`config.mk`:
```
export PLATFORM = sky130hd
export DESIGN_NAME = fsrt_front
export DESIGN_NICKNAME = d
export VERILOG_FILES = /design/src/hw/rtl/flow_sequence_reorder_tracker_core_assert.svh /design/src/hw/rtl/fsrt_pkg.sv /design/src/hw/rtl/fsrt_front.sv
export SDC_FILE = /design/constraint.sdc
export NUM_CORES = 1
export LEC_CHECK = 0
export ABC_CLOCK_PERIOD_IN_PS = 16850
export BUFFER_PORTS_ARGS = -buffer_cell sky130_fd_sc_hd__buf_4
export CORE_AREA = 8 8 133 110
export DETAILED_ROUTE_END_ITERATION = 10
export DIE_AREA = 0 0 141 118
export HOLD_SLACK_MARGIN = 0.15
export PLACE_DENSITY = 0.61
export SYNTH_ARGS = -nofsm -noshare
export SYNTH_HDL_FRONTEND = slang
export SYNTH_SLANG_ARGS = --single-unit
```
`constraint.sdc`:
```
create_clock -name clk -period 16.85 [get_ports clk]
set_input_delay 3.37 -clock clk [delete_from_list [all_inputs] [get_ports clk]]
set_output_delay 3.37 -clock clk [all_outputs]
set_load 0.005 [all_outputs]
```
`src/hw/rtl/flow_sequence_reorder_tracker_core_assert.svh`:
```
// ----------------------------------------------------------------------------
// flow sequence reorder tracker assertion macros
// concurrent checks clocked on clk and disabled while rst is high
// ----------------------------------------------------------------------------
`ifndef FLOW_SEQUENCE_REORDER_TRACKER_CORE_ASSERT_SVH
`define FLOW_SEQUENCE_REORDER_TRACKER_CORE_ASSERT_SVH

// same-cycle implication
`define FSRT_ASSERT_IMPL(label, ante, cons, msg) \
  label: assert property (@(posedge clk) disable iff (rst) (ante) |-> (cons)) \
    else $error(msg);

// next-cycle implication
`define FSRT_ASSERT_NEXT(label, ante, cons, msg) \
  label: assert property (@(posedge clk) disable iff (rst) (ante) |=> (cons)) \
    else $error(msg);

`endif

```
`src/hw/rtl/fsrt_pkg.sv`:
```
// ----------------------------------------------------------------------------
// fsrt_pkg
// shared sizes, register indexes and request/result types of the tracker
// ----------------------------------------------------------------------------
`default_nettype none

package fsrt_pkg;

  localparam int FLOW_DEPTH  = 1024;
  localparam int IDX_W       = (FLOW_DEPTH > 1) ? $clog2(FLOW_DEPTH) : 1;
  localparam int CNT_W       = $clog2(FLOW_DEPTH + 1);
  localparam int KEY_W       = 48;
  localparam int DATA_W      = 64;
  localparam int QUEUE_DEPTH = 2;
  localparam int QPTR_W      = (QUEUE_DEPTH > 1) ? $clog2(QUEUE_DEPTH) : 1;
  localparam int QCNT_W      = $clog2(QUEUE_DEPTH + 1);

  localparam logic [0:0] CFG_DROP_PERCENT  = 1'b0;
  localparam logic [0:0] CFG_STALE_SECONDS = 1'b1;

  localparam logic [6:0]  DROP_PERCENT_RESET  = 7'd0;
  localparam logic [15:0] STALE_SECONDS_RESET = 16'd120;

  localparam logic signed [31:0] SEQ_FORGOTTEN = -32'sd1;

  typedef struct packed {
    logic [31:0]        src_addr;
    logic [15:0]        src_port;
    logic signed [31:0] seq_num;
    logic [31:0]        now_sec;
    logic               dropped;
  } req_t;

  typedef struct packed {
    logic               dropped;
    logic               new_flow;
    logic               table_full;
    logic               out_of_order;
    logic signed [31:0] stored_high_seq;
  } res_t;

endpackage

`default_nettype wire

```
`src/hw/rtl/fsrt_front.sv`:
```
// ----------------------------------------------------------------------------
// fsrt_front
// accepts requests, applies the drop rule and hands them to the queue
// ----------------------------------------------------------------------------
`default_nettype none

module fsrt_front (
  input  logic               clk,
  input  logic               rst,
  input  logic               in_valid,
  output logic               in_stall,
  input  logic [31:0]        src_addr,
  input  logic [15:0]        src_port,
  input  logic signed [31:0] seq_num,
  input  logic [31:0]        now_sec,
  input  logic [6:0]         random_draw,
  input  logic [6:0]         drop_percent,
  input  logic               q_full,
  output logic               push,
  output fsrt_pkg::req_t     push_req
);

  import fsrt_pkg::*;

  logic held;
  logic accept;
  logic drop_hit;
  req_t hold_req;

  assign drop_hit = (drop_percent != 7'd0) && (random_draw <= drop_percent);
  assign push     = held & ~q_full;
  assign in_stall = held & q_full;
  assign accept   = in_valid & ~in_stall;
  assign push_req = hold_req;

  always_ff @(posedge clk) begin
    if (rst) begin
      held <= 1'b0;
    end else begin
      held <= accept | (held & q_full);
    end
  end

  always_ff @(posedge clk) begin
    if (accept) begin
      hold_req.src_addr <= src_addr;
      hold_req.src_port <= src_port;
      hold_req.seq_num  <= seq_num;
      hold_req.now_sec  <= now_sec;
      hold_req.dropped  <= drop_hit;
    end
  end

endmodule

`default_nettype wire

```
==> results.sh <==
export IMPL_dieHeight_um=118
export IMPL_worstPathCellList="buf_4, and2_1, buf_4"
export IMPL_grt_max_degree=67
export IMPL_cp_end_kind="output pin"
export IMPL_multiInputGateArea_um2=200
export IMPL_overflow=0
export IMPL_m1WireLength_mm=3.77
export IMPL_synth_common_cells="edfxtp_1 (113), ha_1 (7), inv_1 (7), nor2_1 (4)"
export IMPL_p_clk_frac=0.468
export IMPL_ant_nets=0
export IMPL_cp_data_required_time_ns=13.48
export IMPL_vias=2402
export IMPL_cpPeakStageDelay_ns=0.19
export IMPL_p_per_area_nw_per_um2=119
export IMPL_io_pins=245
export IMPL_crit_arrival_ns=3.82
export IMPL_synth_ff_type="edfxtp_1"
export IMPL_fp_dieArea_um2=16600
export IMPL_drive_gt1_frac=0.657
export IMPL_cp_common_cell="buf_4"
export IMPL_tns_ns=0
export IMPL_crit_slowest_cell="and2_1"
export IMPL_synth_seq_area_share=0.940
export IMPL_final_nets=548
export IMPL_wl_per_cell_um=17.7
export IMPL_rows=37
export IMPL_worst_slack_ns=9.66
export IMPL_syn_num_nets=283
export IMPL_maxCapViolations=0
export IMPL_hold_viol=0
export IMPL_switching_share=0.199
export IMPL_core_area_um2=12500
export IMPL_vias_per_cell=4.02
export IMPL_hpwl_mm=8.28
export IMPL_cts_resized=0
export IMPL_firstDrtPassIters=4
export IMPL_synth_area_um2=3630
export IMPL_ys_async_sr_fraction=0
export IMPL_top_layer="met4"
export IMPL_cts_buffer_depth=2
export IMPL_place_ws_ns=9.66
export IMPL_setup_viol=0
export IMPL_crit_start="q_full"
export IMPL_synthXorXnorAreaFrac=0
export IMPL_synth_compound_area_frac=0.00999
export IMPL_fmax_mhz=139
export IMPL_cts_num_sinks=114
export IMPL_final_core_util=0.502
export IMPL_synthAdderAreaFrac=0.0241
export IMPL_portBuffers=244
export IMPL_yosys_area_top_type="edfxtp_1"
export IMPL_crit_end="in_stall"
export IMPL_first_iter_violations=122
export IMPL_rr_endpoint="push_req[2]"
export IMPL_r2r_cells=4
export IMPL_cts_tree="yes"
export IMPL_synthSimpleGateAreaFrac=0.0189
export IMPL_grtUsageTotal=0.126
export IMPL_combPwrFrac=0.083
export IMPL_peakVddDrop_mv=0.0898
export IMPL_power_leakage_nw=2.69
export IMPL_syn_area_per_cell_um2=24.9
export IMPL_rr_startpoint="held"
export IMPL_fp_dieW_um=141
export IMPL_place_congestion=0.801
export IMPL_synth_top_family_by_area="adder cells"
export IMPL_grt_pass1_wl_mm=15.4
export IMPL_cts_root_buffer="clkbuf_16"
export IMPL_postCtsHoldBufs=0
export IMPL_routed_wl_mm=10.6
export IMPL_fin_crit_sh=0.427
export IMPL_r2r_slack_ns=14.58
export IMPL_n_antenna_cell=0
export IMPL_status="complete, no violations"
export IMPL_p_sw_mw=0.149
export IMPL_worst_pin_slew_ns=0.816
export IMPL_slew_viol_final=0
export IMPL_crit_type="input port to output pin"
export IMPL_yosysMostFrequentCell="edfxtp_1"
export IMPL_power_frac_seq=0.449
export IMPL_clk_latency_ns=0.40
export IMPL_met3_length_mm=1.39
export IMPL_cts_setup_buffers=0
export IMPL_drcViolationCount=0
export IMPL_p_int_mw=0.602
export IMPL_clk_pin_slew_ns=0.05
export IMPL_rsz0062_at_grt="no"
export IMPL_area_growth_syn_to_layout_pct=73.3
export IMPL_ff_latch_area_um2=3410
export IMPL_slew_headroom=0.456
export IMPL_critPathMaxFanout=3
export IMPL_yosysUniqueCellTypes=16
export IMPL_netlist_instances=146
export IMPL_synth_mux_area_frac=0
export IMPL_synth_top_area_frac=0.934
export IMPL_fill_cells=1063
export IMPL_synth_edff_count=113
export IMPL_ys_seq_elements=114
export IMPL_cts_buffers=17
export IMPL_grt_pass1_vias=2608
export IMPL_synth_warnings=0
export IMPL_hold_path_class="flip-flop to flip-flop"
export IMPL_initial_core_util=0.290
export IMPL_synth_area_leaders="edfxtp_1 (93%), ha_1 (2.4%), inv_1 (0.72%)"
export IMPL_cp_start_kind="input port"
export IMPL_routed_wl_met2_mm=5.27
export IMPL_min_period_ns=7.19
export IMPL_finClkSkew_ns=0.00503
export IMPL_cts_max_level=4
export IMPL_grt_antenna_before_repair=0
[per-layer routing]
| layer | global-route usage | up-vias |
|---|---|---|
| met5 | 0 | - |
| met4 | 0.0603 | 0 |
| met3 | 0.0774 | 11 |
| met2 | 0.206 | 155 |
| met1 | 0.124 | 1124 |
| li1 | - | 1112 |
[cell type report]
class / count / share of cell area
timing repair buffer: 246 / 0.293
clock inverter: 14 / 0.0262
clock buffer: 17 / 0.0676
tap: 175 / 0.0348
inverter: 7 / 0.00417
multi-input combinational: 25 / 0.0318
sequential: 114 / 0.542
[power groups by stage]
stage	sequential, mW	combinational (mW)	clock [mW]
3_5_place_dp	0.343	0.0638	0
4_1_cts	0.337	0.0640	0.363
3_3_place_gp	0.342	0.0628	0
2_1_floorplan	0.347	0.00862	0
6_report	0.337	0.0625	0.352
5_1_grt	0.338	0.0677	0.374
[cells by family after synthesis]
| logic type | count (synthesis) |
|---|---|
| and+or+nand+nor | 13 |
| adders and majority gates | 7 |
| DFF | 114 |
| buffers and inverters | 7 |
| AOI/OAI and AO/OA | 5 |
[worst min path at each step]
stage / depth (start not counted) / from / slack (ns) / endpoint
after floorplan: 3 / held / 0.59 / held
after global placement: 3 / held / 0.65 / held
after detailed placement: 3 / held / 0.66 / held
after CTS: 3 / held / 0.67 / held
after global routing: 3 / held / 0.70 / held
final: 3 / held / 0.66 / held
[state kept, by name, summed over array words and instances, names as in the netlist]
signal	count
push_req	113
held	1
[stage by stage]
step                instance area [µm²]  hold slack [ns]  cells  power, mW
finish                             6300            0.659    598      0.751
global route                       6300            0.696    598      0.781
CTS                                6300            0.669    598      0.764
detailed placement                 5710            0.659    567      0.407
global placement                   5710            0.649    567      0.405
floorplan                          3630            0.591    146      0.356
[cell usage in the layout, fill, tap and decap left out, types with 2 or more instances in the layout]
master and instances:
a21oi_1 2, buf_4 246, bufinv_16 3, clkbuf_16 17, clkinv_2 3, clkinv_4 2, clkinvlp_4 4, edfxtp_1 113
ha_1 7, inv_1 7, nor2_1 4, nor3_1 2
[worst max-delay path: cells and delay by family]
kind / cells / cell delay [ns]
buffers and inverters: 2 / 0.26
and+or+nand+nor: 1 / 0.19
No activity file was read; power rests on OpenSTA's default activity.
