==> src/hw/rtl/flow_sequence_reorder_tracker_core_assert.svh <==
// ----------------------------------------------------------------------------
// flow sequence reorder tracker assertion macros
// concurrent checks clocked on clk and disabled while rst is high
// ----------------------------------------------------------------------------
`ifndef FLOW_SEQUENCE_REORDER_TRACKER_CORE_ASSERT_SVH
`define FLOW_SEQUENCE_REORDER_TRACKER_CORE_ASSERT_SVH

// same-cycle implication
`define FSRT_ASSERT_IMPL(label, ante, cons, msg) \
  label: assert property (@(posedge clk) disable iff (rst) (ante) |-> (cons)) \
    else $error(msg);

// next-cycle implication
`define FSRT_ASSERT_NEXT(label, ante, cons, msg) \
  label: assert property (@(posedge clk) disable iff (rst) (ante) |=> (cons)) \
    else $error(msg);

`endif

==> src/hw/rtl/fsrt_pkg.sv <==
// ----------------------------------------------------------------------------
// fsrt_pkg
// shared sizes, register indexes and request/result types of the tracker
// ----------------------------------------------------------------------------
`default_nettype none

package fsrt_pkg;

  localparam int FLOW_DEPTH  = 1024;
  localparam int IDX_W       = (FLOW_DEPTH > 1) ? $clog2(FLOW_DEPTH) : 1;
  localparam int CNT_W       = $clog2(FLOW_DEPTH + 1);
  localparam int KEY_W       = 48;
  localparam int DATA_W      = 64;
  localparam int QUEUE_DEPTH = 2;
  localparam int QPTR_W      = (QUEUE_DEPTH > 1) ? $clog2(QUEUE_DEPTH) : 1;
  localparam int QCNT_W      = $clog2(QUEUE_DEPTH + 1);

  localparam logic [0:0] CFG_DROP_PERCENT  = 1'b0;
  localparam logic [0:0] CFG_STALE_SECONDS = 1'b1;

  localparam logic [6:0]  DROP_PERCENT_RESET  = 7'd0;
  localparam logic [15:0] STALE_SECONDS_RESET = 16'd120;

  localparam logic signed [31:0] SEQ_FORGOTTEN = -32'sd1;

  typedef struct packed {
    logic [31:0]        src_addr;
    logic [15:0]        src_port;
    logic signed [31:0] seq_num;
    logic [31:0]        now_sec;
    logic               dropped;
  } req_t;

  typedef struct packed {
    logic               dropped;
    logic               new_flow;
    logic               table_full;
    logic               out_of_order;
    logic signed [31:0] stored_high_seq;
  } res_t;

endpackage

`default_nettype wire

==> src/hw/rtl/fsrt_queue.sv <==
// ----------------------------------------------------------------------------
// fsrt_queue
// short request queue between the front and the table scan
// ----------------------------------------------------------------------------
`default_nettype none

module fsrt_queue (
  input  logic           clk,
  input  logic           rst,
  input  logic           push,
  input  fsrt_pkg::req_t push_req,
  output logic           full,
  input  logic           pop,
  output fsrt_pkg::req_t pop_req,
  output logic           empty
);

  import fsrt_pkg::*;

  req_t              slots [QUEUE_DEPTH];
  logic [QPTR_W-1:0] wr_ptr;
  logic [QPTR_W-1:0] rd_ptr;
  logic [QCNT_W-1:0] count;
  logic              do_push;
  logic              do_pop;

  assign full    = (count == QCNT_W'(QUEUE_DEPTH));
  assign empty   = (count == '0);
  assign do_push = push & ~full;
  assign do_pop  = pop & ~empty;
  assign pop_req = slots[rd_ptr];

  always_ff @(posedge clk) begin
    if (do_push) begin
      slots[wr_ptr] <= push_req;
    end
  end

  always_ff @(posedge clk) begin
    if (rst) begin
      wr_ptr <= '0;
      rd_ptr <= '0;
      count  <= '0;
    end else begin
      if (do_push) begin
        wr_ptr <= (wr_ptr == QPTR_W'(QUEUE_DEPTH - 1)) ? '0 : wr_ptr + 1'b1;
      end
      if (do_pop) begin
        rd_ptr <= (rd_ptr == QPTR_W'(QUEUE_DEPTH - 1)) ? '0 : rd_ptr + 1'b1;
      end
      unique case ({do_push, do_pop})
        2'b10:   count <= count + 1'b1;
        2'b01:   count <= count - 1'b1;
        default: count <= count;
      endcase
    end
  end

endmodule

`default_nettype wire

==> config.mk <==
export PLATFORM = sky130hd
export DESIGN_NAME = fsrt_queue
export DESIGN_NICKNAME = d
export VERILOG_FILES = /design/src/hw/rtl/flow_sequence_reorder_tracker_core_assert.svh /design/src/hw/rtl/fsrt_pkg.sv /design/src/hw/rtl/fsrt_queue.sv
export SDC_FILE = /design/constraint.sdc
export NUM_CORES = 1
export LEC_CHECK = 0
export ABC_AREA = 1
export BUFFER_PORTS_ARGS = -buffer_cell sky130_fd_sc_hd__buf_2
export CAP_MARGIN = 15
export CORE_ASPECT_RATIO = 0.7
export CORE_UTILIZATION = 52
export DETAILED_ROUTE_END_ITERATION = 7
export PLACE_DENSITY = 0.77
export SETUP_SLACK_MARGIN = 0.5
export SYNTH_ARGS = -nofsm -noshare
export SYNTH_HDL_FRONTEND = slang
export SYNTH_SLANG_ARGS = --single-unit
==> constraint.sdc <==
create_clock -name clk -period 7.3 [get_ports clk]
set_input_delay 0.73 -clock clk [delete_from_list [all_inputs] [get_ports clk]]
set_output_delay 0.73 -clock clk [all_outputs]
set_load 0.005 [all_outputs]
==> results of run 1 <==
-- kinds of logic (layout without fill, tap and decap cells) --
family                   Yosys count  in the layout  synth area share [%]
multiplexers                     113            113                 17.66
AND/OR/NAND/NOR                   23             23                 1.022
AO/OA/AOI/OAI                      2              2                0.1150
buffers and inverters             22            282                 1.828
other                              0              1                     0
flip-flops                       231            231                 79.23
adder cells (fa/ha/maj)            1              1                0.1439
-- Yosys cell counts --
cell type | number | area share (%)
buf_8 | 1 | 0.17
mux2_4 | 70 | 12
nand2_1 | 8 | 0.35
ha_1 | 1 | 0.14
buf_6 | 8 | 1.0
o21ai_0 | 1 | 0.058
inv_1 | 9 | 0.39
nand4_1 | 1 | 0.072
edfxtp_1 | 226 | 78
nor2_1 | 14 | 0.60
buf_2 | 4 | 0.23
mux2_2 | 43 | 5.6
dfxtp_1 | 5 | 1.2
a21oi_1 | 1 | 0.058
-- power by group through the flow --
stage / clock network (uW) / registers [uW] / logic (uW)
5_1_grt: 1120 / 1700 / 633
3_3_place_gp: 0 / 1710 / 575
4_1_cts: 1080 / 1690 / 593
3_5_place_dp: 0 / 1710 / 590
6_report: 1050 / 1690 / 582
2_1_floorplan: 0 / 1690 / 396
-- per-stage QoR --
stage | power [uW] | worst slack, ns | hold slack, ns | instance area (um2)
after global placement | 2281 | 4.186 | 0.4793 | 10050
after CTS | 3361 | 3.555 | 0.4009 | 10710
after global routing | 3456 | 3.485 | 0.4019 | 10710
final | 3315 | 3.630 | 0.4241 | 10710
after floorplan | 2090 | 1.032 | 0.4669 | 8692
after detailed placement | 2305 | 4.096 | 0.5099 | 10050
-- state kept, by name (all words and copies together), names as in the netlist, named ones only --
register,count
wr_ptr,1
count,2
slots,226
rd_ptr,1
-- final cells by class --
cell class	instances	share of cell area [%]
Sequential cell	231	64.32
Multi-Input combinational cell	139	15.44
Timing Repair Buffer	235	11.07
Clock buffer	32	5.688
Tap cell	225	2.628
Clock inverter	6	0.4905
Inverter	9	0.3387
Antenna cell	1	0.02336
-- routing by layer --
layer  routed length (um)  GRT usage [%]  up-vias
met5                    0              0        -
met4                  339          5.532        0
met3                 1296          5.434       27
met2                 7102          27.71      181
met1                 6608          21.94     2159
li1                     -              -     2023
-- worst paths after layout --
kind	startpoint	end	slack, ns
worst max-delay path	flop	pop_req[9]	3.63
worst min-delay path	push_req[18]	slots[1][18]	0.42
worst max register to register	count[0]	slots[1][98]	4.81
worst min register to register	rd_ptr	flop	0.52
==> impl_metrics.json, run 1 <==
{
  "power_frac_clock_pct": 31.6,
  "worst_pin_slew_ns": 1.137,
  "most-common-layout-cells": "buf_2 (231), edfxtp_1 (226), mux2_4 (70)",
  "cts.repair_timing.setup_buffer_count": 0,
  "die_height_um": 110.2,
  "vias": 4390,
  "start_util_pct": 53.17,
  "cts-hold-fix-buffers": 0,
  "critPathKind": "flop to output port",
  "grt_usage_pct": 17.03,
  "yosysWarningCount": 0,
  "rows": 39,
  "sw_frac_of_total_pct": 22.90,
  "cts_sinks": 231,
  "clock_latency_ns": 0.49,
  "synthesis.instances": 392,
  "crit_buf_inv": 2,
  "end_kind": "output port",
  "grt_setup_unrepaired": "false",
  "htreeDepth": 1,
  "worstPathRequired_ns": 6.57,
  "drt_wl_total_um": 15350,
  "grt_max_degree": 70,
  "critical_path.max_stage_delay_ns": 0.97,
  "clk_path_buf_depth": 3,
  "hold_class": "input port to flop",
  "fillers": 1143,
  "io_pins": 232,
  "wire_per_inst_um": 17.48,
  "finalHoldViolCount": 0,
  "final_common_cell": "buf_2",
  "syn-cell-area_um2": 8692,
  "power_frac_seq_pct": 50.9,
  "critPathTopFamily": "buffers and inverters",
  "fmax_mhz": 272.5,
  "hpwl_um": 10150,
  "drv_slew": 0,
  "path_max_fanout": 69,
  "avgSynthCellArea_um2": 22.17,
  "finalCritPeriodShare_pct": 50.27,
  "ctsResizeCount": 0,
  "routabilityCongestion": 0.7547,
  "multiInputGateArea_um2": 1654,
  "clock_skew_ns": 0.01300,
  "timing.setup.tns_ns": 0,
  "grt-ovfl-total": 0,
  "drive_gt1_share_pct": 57.98,
  "post_layout_nonfiller_instances": 878,
  "ys_seq_area_share_pct": 79.23,
  "leakagePower_uw": 0.004167,
  "hold_depth": 1,
  "synth.distinct_cells": 14,
  "finalSetupViolCount": 0,
  "die_w_um": 156.5,
  "grt_pass1_vias": 4309,
  "fin_crit_ns": 3.670,
  "rr_worst_depth": 5,
  "cp.depth": 3,
  "viasPerCell": 5.000,
  "cp_slowest_cell": "buf_4",
  "cp_data_arrival_time_ns": 2.94,
  "die_area_um2": 17240,
  "max_cap_viol_count": 0,
  "final_util_pct": 65.53,
  "drt-initial-drc-count": 216,
  "syn_nets": 510,
  "clk_pin_slew_ns": 0.06,
  "ant_nets": 0,
  "cts_buffers": 22,
  "p_switching_uw": 759.1,
  "core_um2": 16350,
  "nNetsFinal": 756,
  "placed_cells": 839,
  "cts_root_buffer": "clkbuf_16",
  "combPwrFrac_pct": 17.5,
  "yosys_register_bits": 231,
  "antenna_found_initial": 1,
  "slew-limit-headroom_pct": 24.18,
  "drt_first_pass_iters": 4,
  "status": "finished, final reports clean",
  "worstPathCellList": "buf_4 > mux2_2 > buf_2",
  "route.detailed.drc": 0,
  "power_density_nw_per_um2": 309.5,
  "start_kind": "flop",
  "io_buffers": 231,
  "grt_pass1_wl_um": 22090,
  "intPower_uw": 2556,
  "vdd_drop_max_mv": 0.1959,
  "area.sequential_um2": 6890,
  "area_growth_pct": 23.25,
  "cts_tree": "built"
}
(Power assumes the default switching activity.)
==> run 2, diff against run 1 <==
==> constraint.sdc (replaced) <==
create_clock -name clk -period 3.75 [get_ports clk]
set_input_delay 0.375 -clock clk [delete_from_list [all_inputs] [get_ports clk]]
set_output_delay 0.375 -clock clk [all_outputs]
set_load 0.005 [all_outputs]
==> run 2 against run 1 <==
Net effect: worst hold slack lost 0.36 ns; clock-buffer cell count is 3 lower; routed wire length up 0.67%; clock power increased by 100%; power is 98% higher; cell area increased by 0.98%; sequential share of layout area fell by 0.62 points; cell count grew 0.34%; critical path depth stayed put; combinational power is 99% higher; critical path type unchanged; critical endpoint is now pop_req[98].
==> impl_metrics.json, run 2 (synthesis results as in run 1) <==
{
  "clk_pin_slew_ns": 0.06,
  "route.detailed.drc": 0,
  "reg_top3": "slots (226), count (2)",
  "htreeDepth": 1,
  "cts_buffers": 22,
  "nNetsFinal": 757,
  "worst_pin_slew_ns": 0.8892,
  "fillers": 1098,
  "combPwrFrac_pct": 17.6,
  "leakagePower_uw": 0.004208,
  "final_common_cell": "buf_2",
  "power_frac_clock_pct": 32.5,
  "io_pins": 232,
  "critPathKind": "flop to output port",
  "regMostFlops": "slots",
  "start_kind": "flop",
  "layout_setup_ws_ns": 1.104,
  "clock_skew_ns": 0.01222,
  "drt_first_pass_iters": 4,
  "slew-limit-headroom_pct": 40.59,
  "timing.setup.tns_ns": 0,
  "intPower_uw": 5069,
  "drt-initial-drc-count": 264,
  "status": "finished, final reports clean",
  "hold_class": "input port to flop",
  "hpwl_um": 10260,
  "clock_latency_ns": 0.49,
  "start_util_pct": 53.17,
  "p_switching_uw": 1498,
  "grt_pass1_vias": 4233,
  "die_w_um": 156.5,
  "vias": 4353,
  "finalCritPeriodShare_pct": 70.57,
  "cts_tree": "built",
  "cts_sinks": 231,
  "drv_slew": 0,
  "clk_path_buf_depth": 3,
  "core_um2": 16350,
  "cts.repair_timing.setup_buffer_count": 0,
  "most-common-layout-cells": "buf_2 (231), edfxtp_1 (226), mux2_4 (70)",
  "max_cap_viol_count": 0,
  "fmax_mhz": 377.9,
  "end_kind": "output port",
  "antenna_found_initial": 3,
  "path_max_fanout": 44,
  "die_area_um2": 17240,
  "vdd_drop_max_mv": 0.4003,
  "cts_root_buffer": "clkbuf_16",
  "pre_cts_slack_ns": 1.505,
  "power_frac_seq_pct": 49.9,
  "worstPathRequired_ns": 3.38,
  "finalSetupViolCount": 0,
  "sw_frac_of_total_pct": 22.82,
  "die_height_um": 110.2,
  "cts-hold-fix-buffers": 0,
  "grt-ovfl-total": 0,
  "io_buffers": 231,
  "ctsResizeCount": 0,
  "area_growth_pct": 24.46,
  "finalHoldViolCount": 0,
  "drive_gt1_share_pct": 58.72,
  "power_uw": 6567,
  "grt_setup_unrepaired": "false",
  "drt_wl_total_um": 15450,
  "ant_nets": 0,
  "rows": 39,
  "grt_max_degree": 114,
  "viasPerCell": 4.941,
  "largest_register_ffs": 226,
  "cp_data_arrival_time_ns": 2.27,
  "grt_usage_pct": 17.16,
  "wire_per_inst_um": 17.54,
  "routabilityCongestion": 0.7137,
  "power_density_nw_per_um2": 607.1,
  "whs_ns": 0.06703,
  "fin_crit_ns": 2.646,
  "grt_pass1_wl_um": 22170
}
-- run 2: worst paths after layout --
check / from / endpoint / slack [ns] / depth (start not counted)
hold reg to reg: count[1] / count[1] / 0.53 / 2
setup reg to reg: count[1] / slots[1][92] / 1.49 / 6
hold / removal: push_req[10] / slots[1][10] / 0.07 / 1
setup / recovery: flop / pop_req[98] / 1.10 / 3
-- run 2: per-layer routing --
layer	GRT usage [%]	vias to the layer above	wire length (um)	share of wire, %
met1	22.20	2120	6629	43
met5	0	-	13	0.084
met2	28.67	183	7354	48
met3	5.238	22	1227	7.9
met4	4.202	2	224	1.4
li1	-	2026	-	-
-- run 2: layout make-up --
type | instances | area, um2 | share of cell area, %
antenna | 2 | 5.005 | 0.04626
clock buffer | 29 | 608.1 | 5.621
clock inverter | 10 | 97.59 | 0.9021
inverter | 9 | 37.54 | 0.3470
multi-input combinational | 139 | 1654 | 15.29
sequential | 231 | 6890 | 63.69
tap | 225 | 281.5 | 2.602
timing repair buffer | 236 | 1244 | 11.50
-- run 2: critical path, cell delays in order, from the launching register on --
cell and delay [ns]:
dfxtp_4 0.78, buf_4 0.47, mux2_2 0.37, buf_2 0.12
-- run 2: power by group through the flow --
stage               clock, uW  combinational (uW)  sequential, uW
global placement            0                1140            3310
finish                   2140                1160            3270
global route             2270                1260            3300
CTS                      2180                1180            3280
detailed placement          0                1170            3330
floorplan                   0                 773            3270
-- run 2: stage by stage --
stage                     area (um2)  std cells  util (%)
after global placement         10110        840     61.83
final                          10820        881     66.18
after detailed placement       10110        840     61.83
after CTS                      10810        879     66.15
after floorplan                 8703        392         -
after global routing           10810        879     66.15
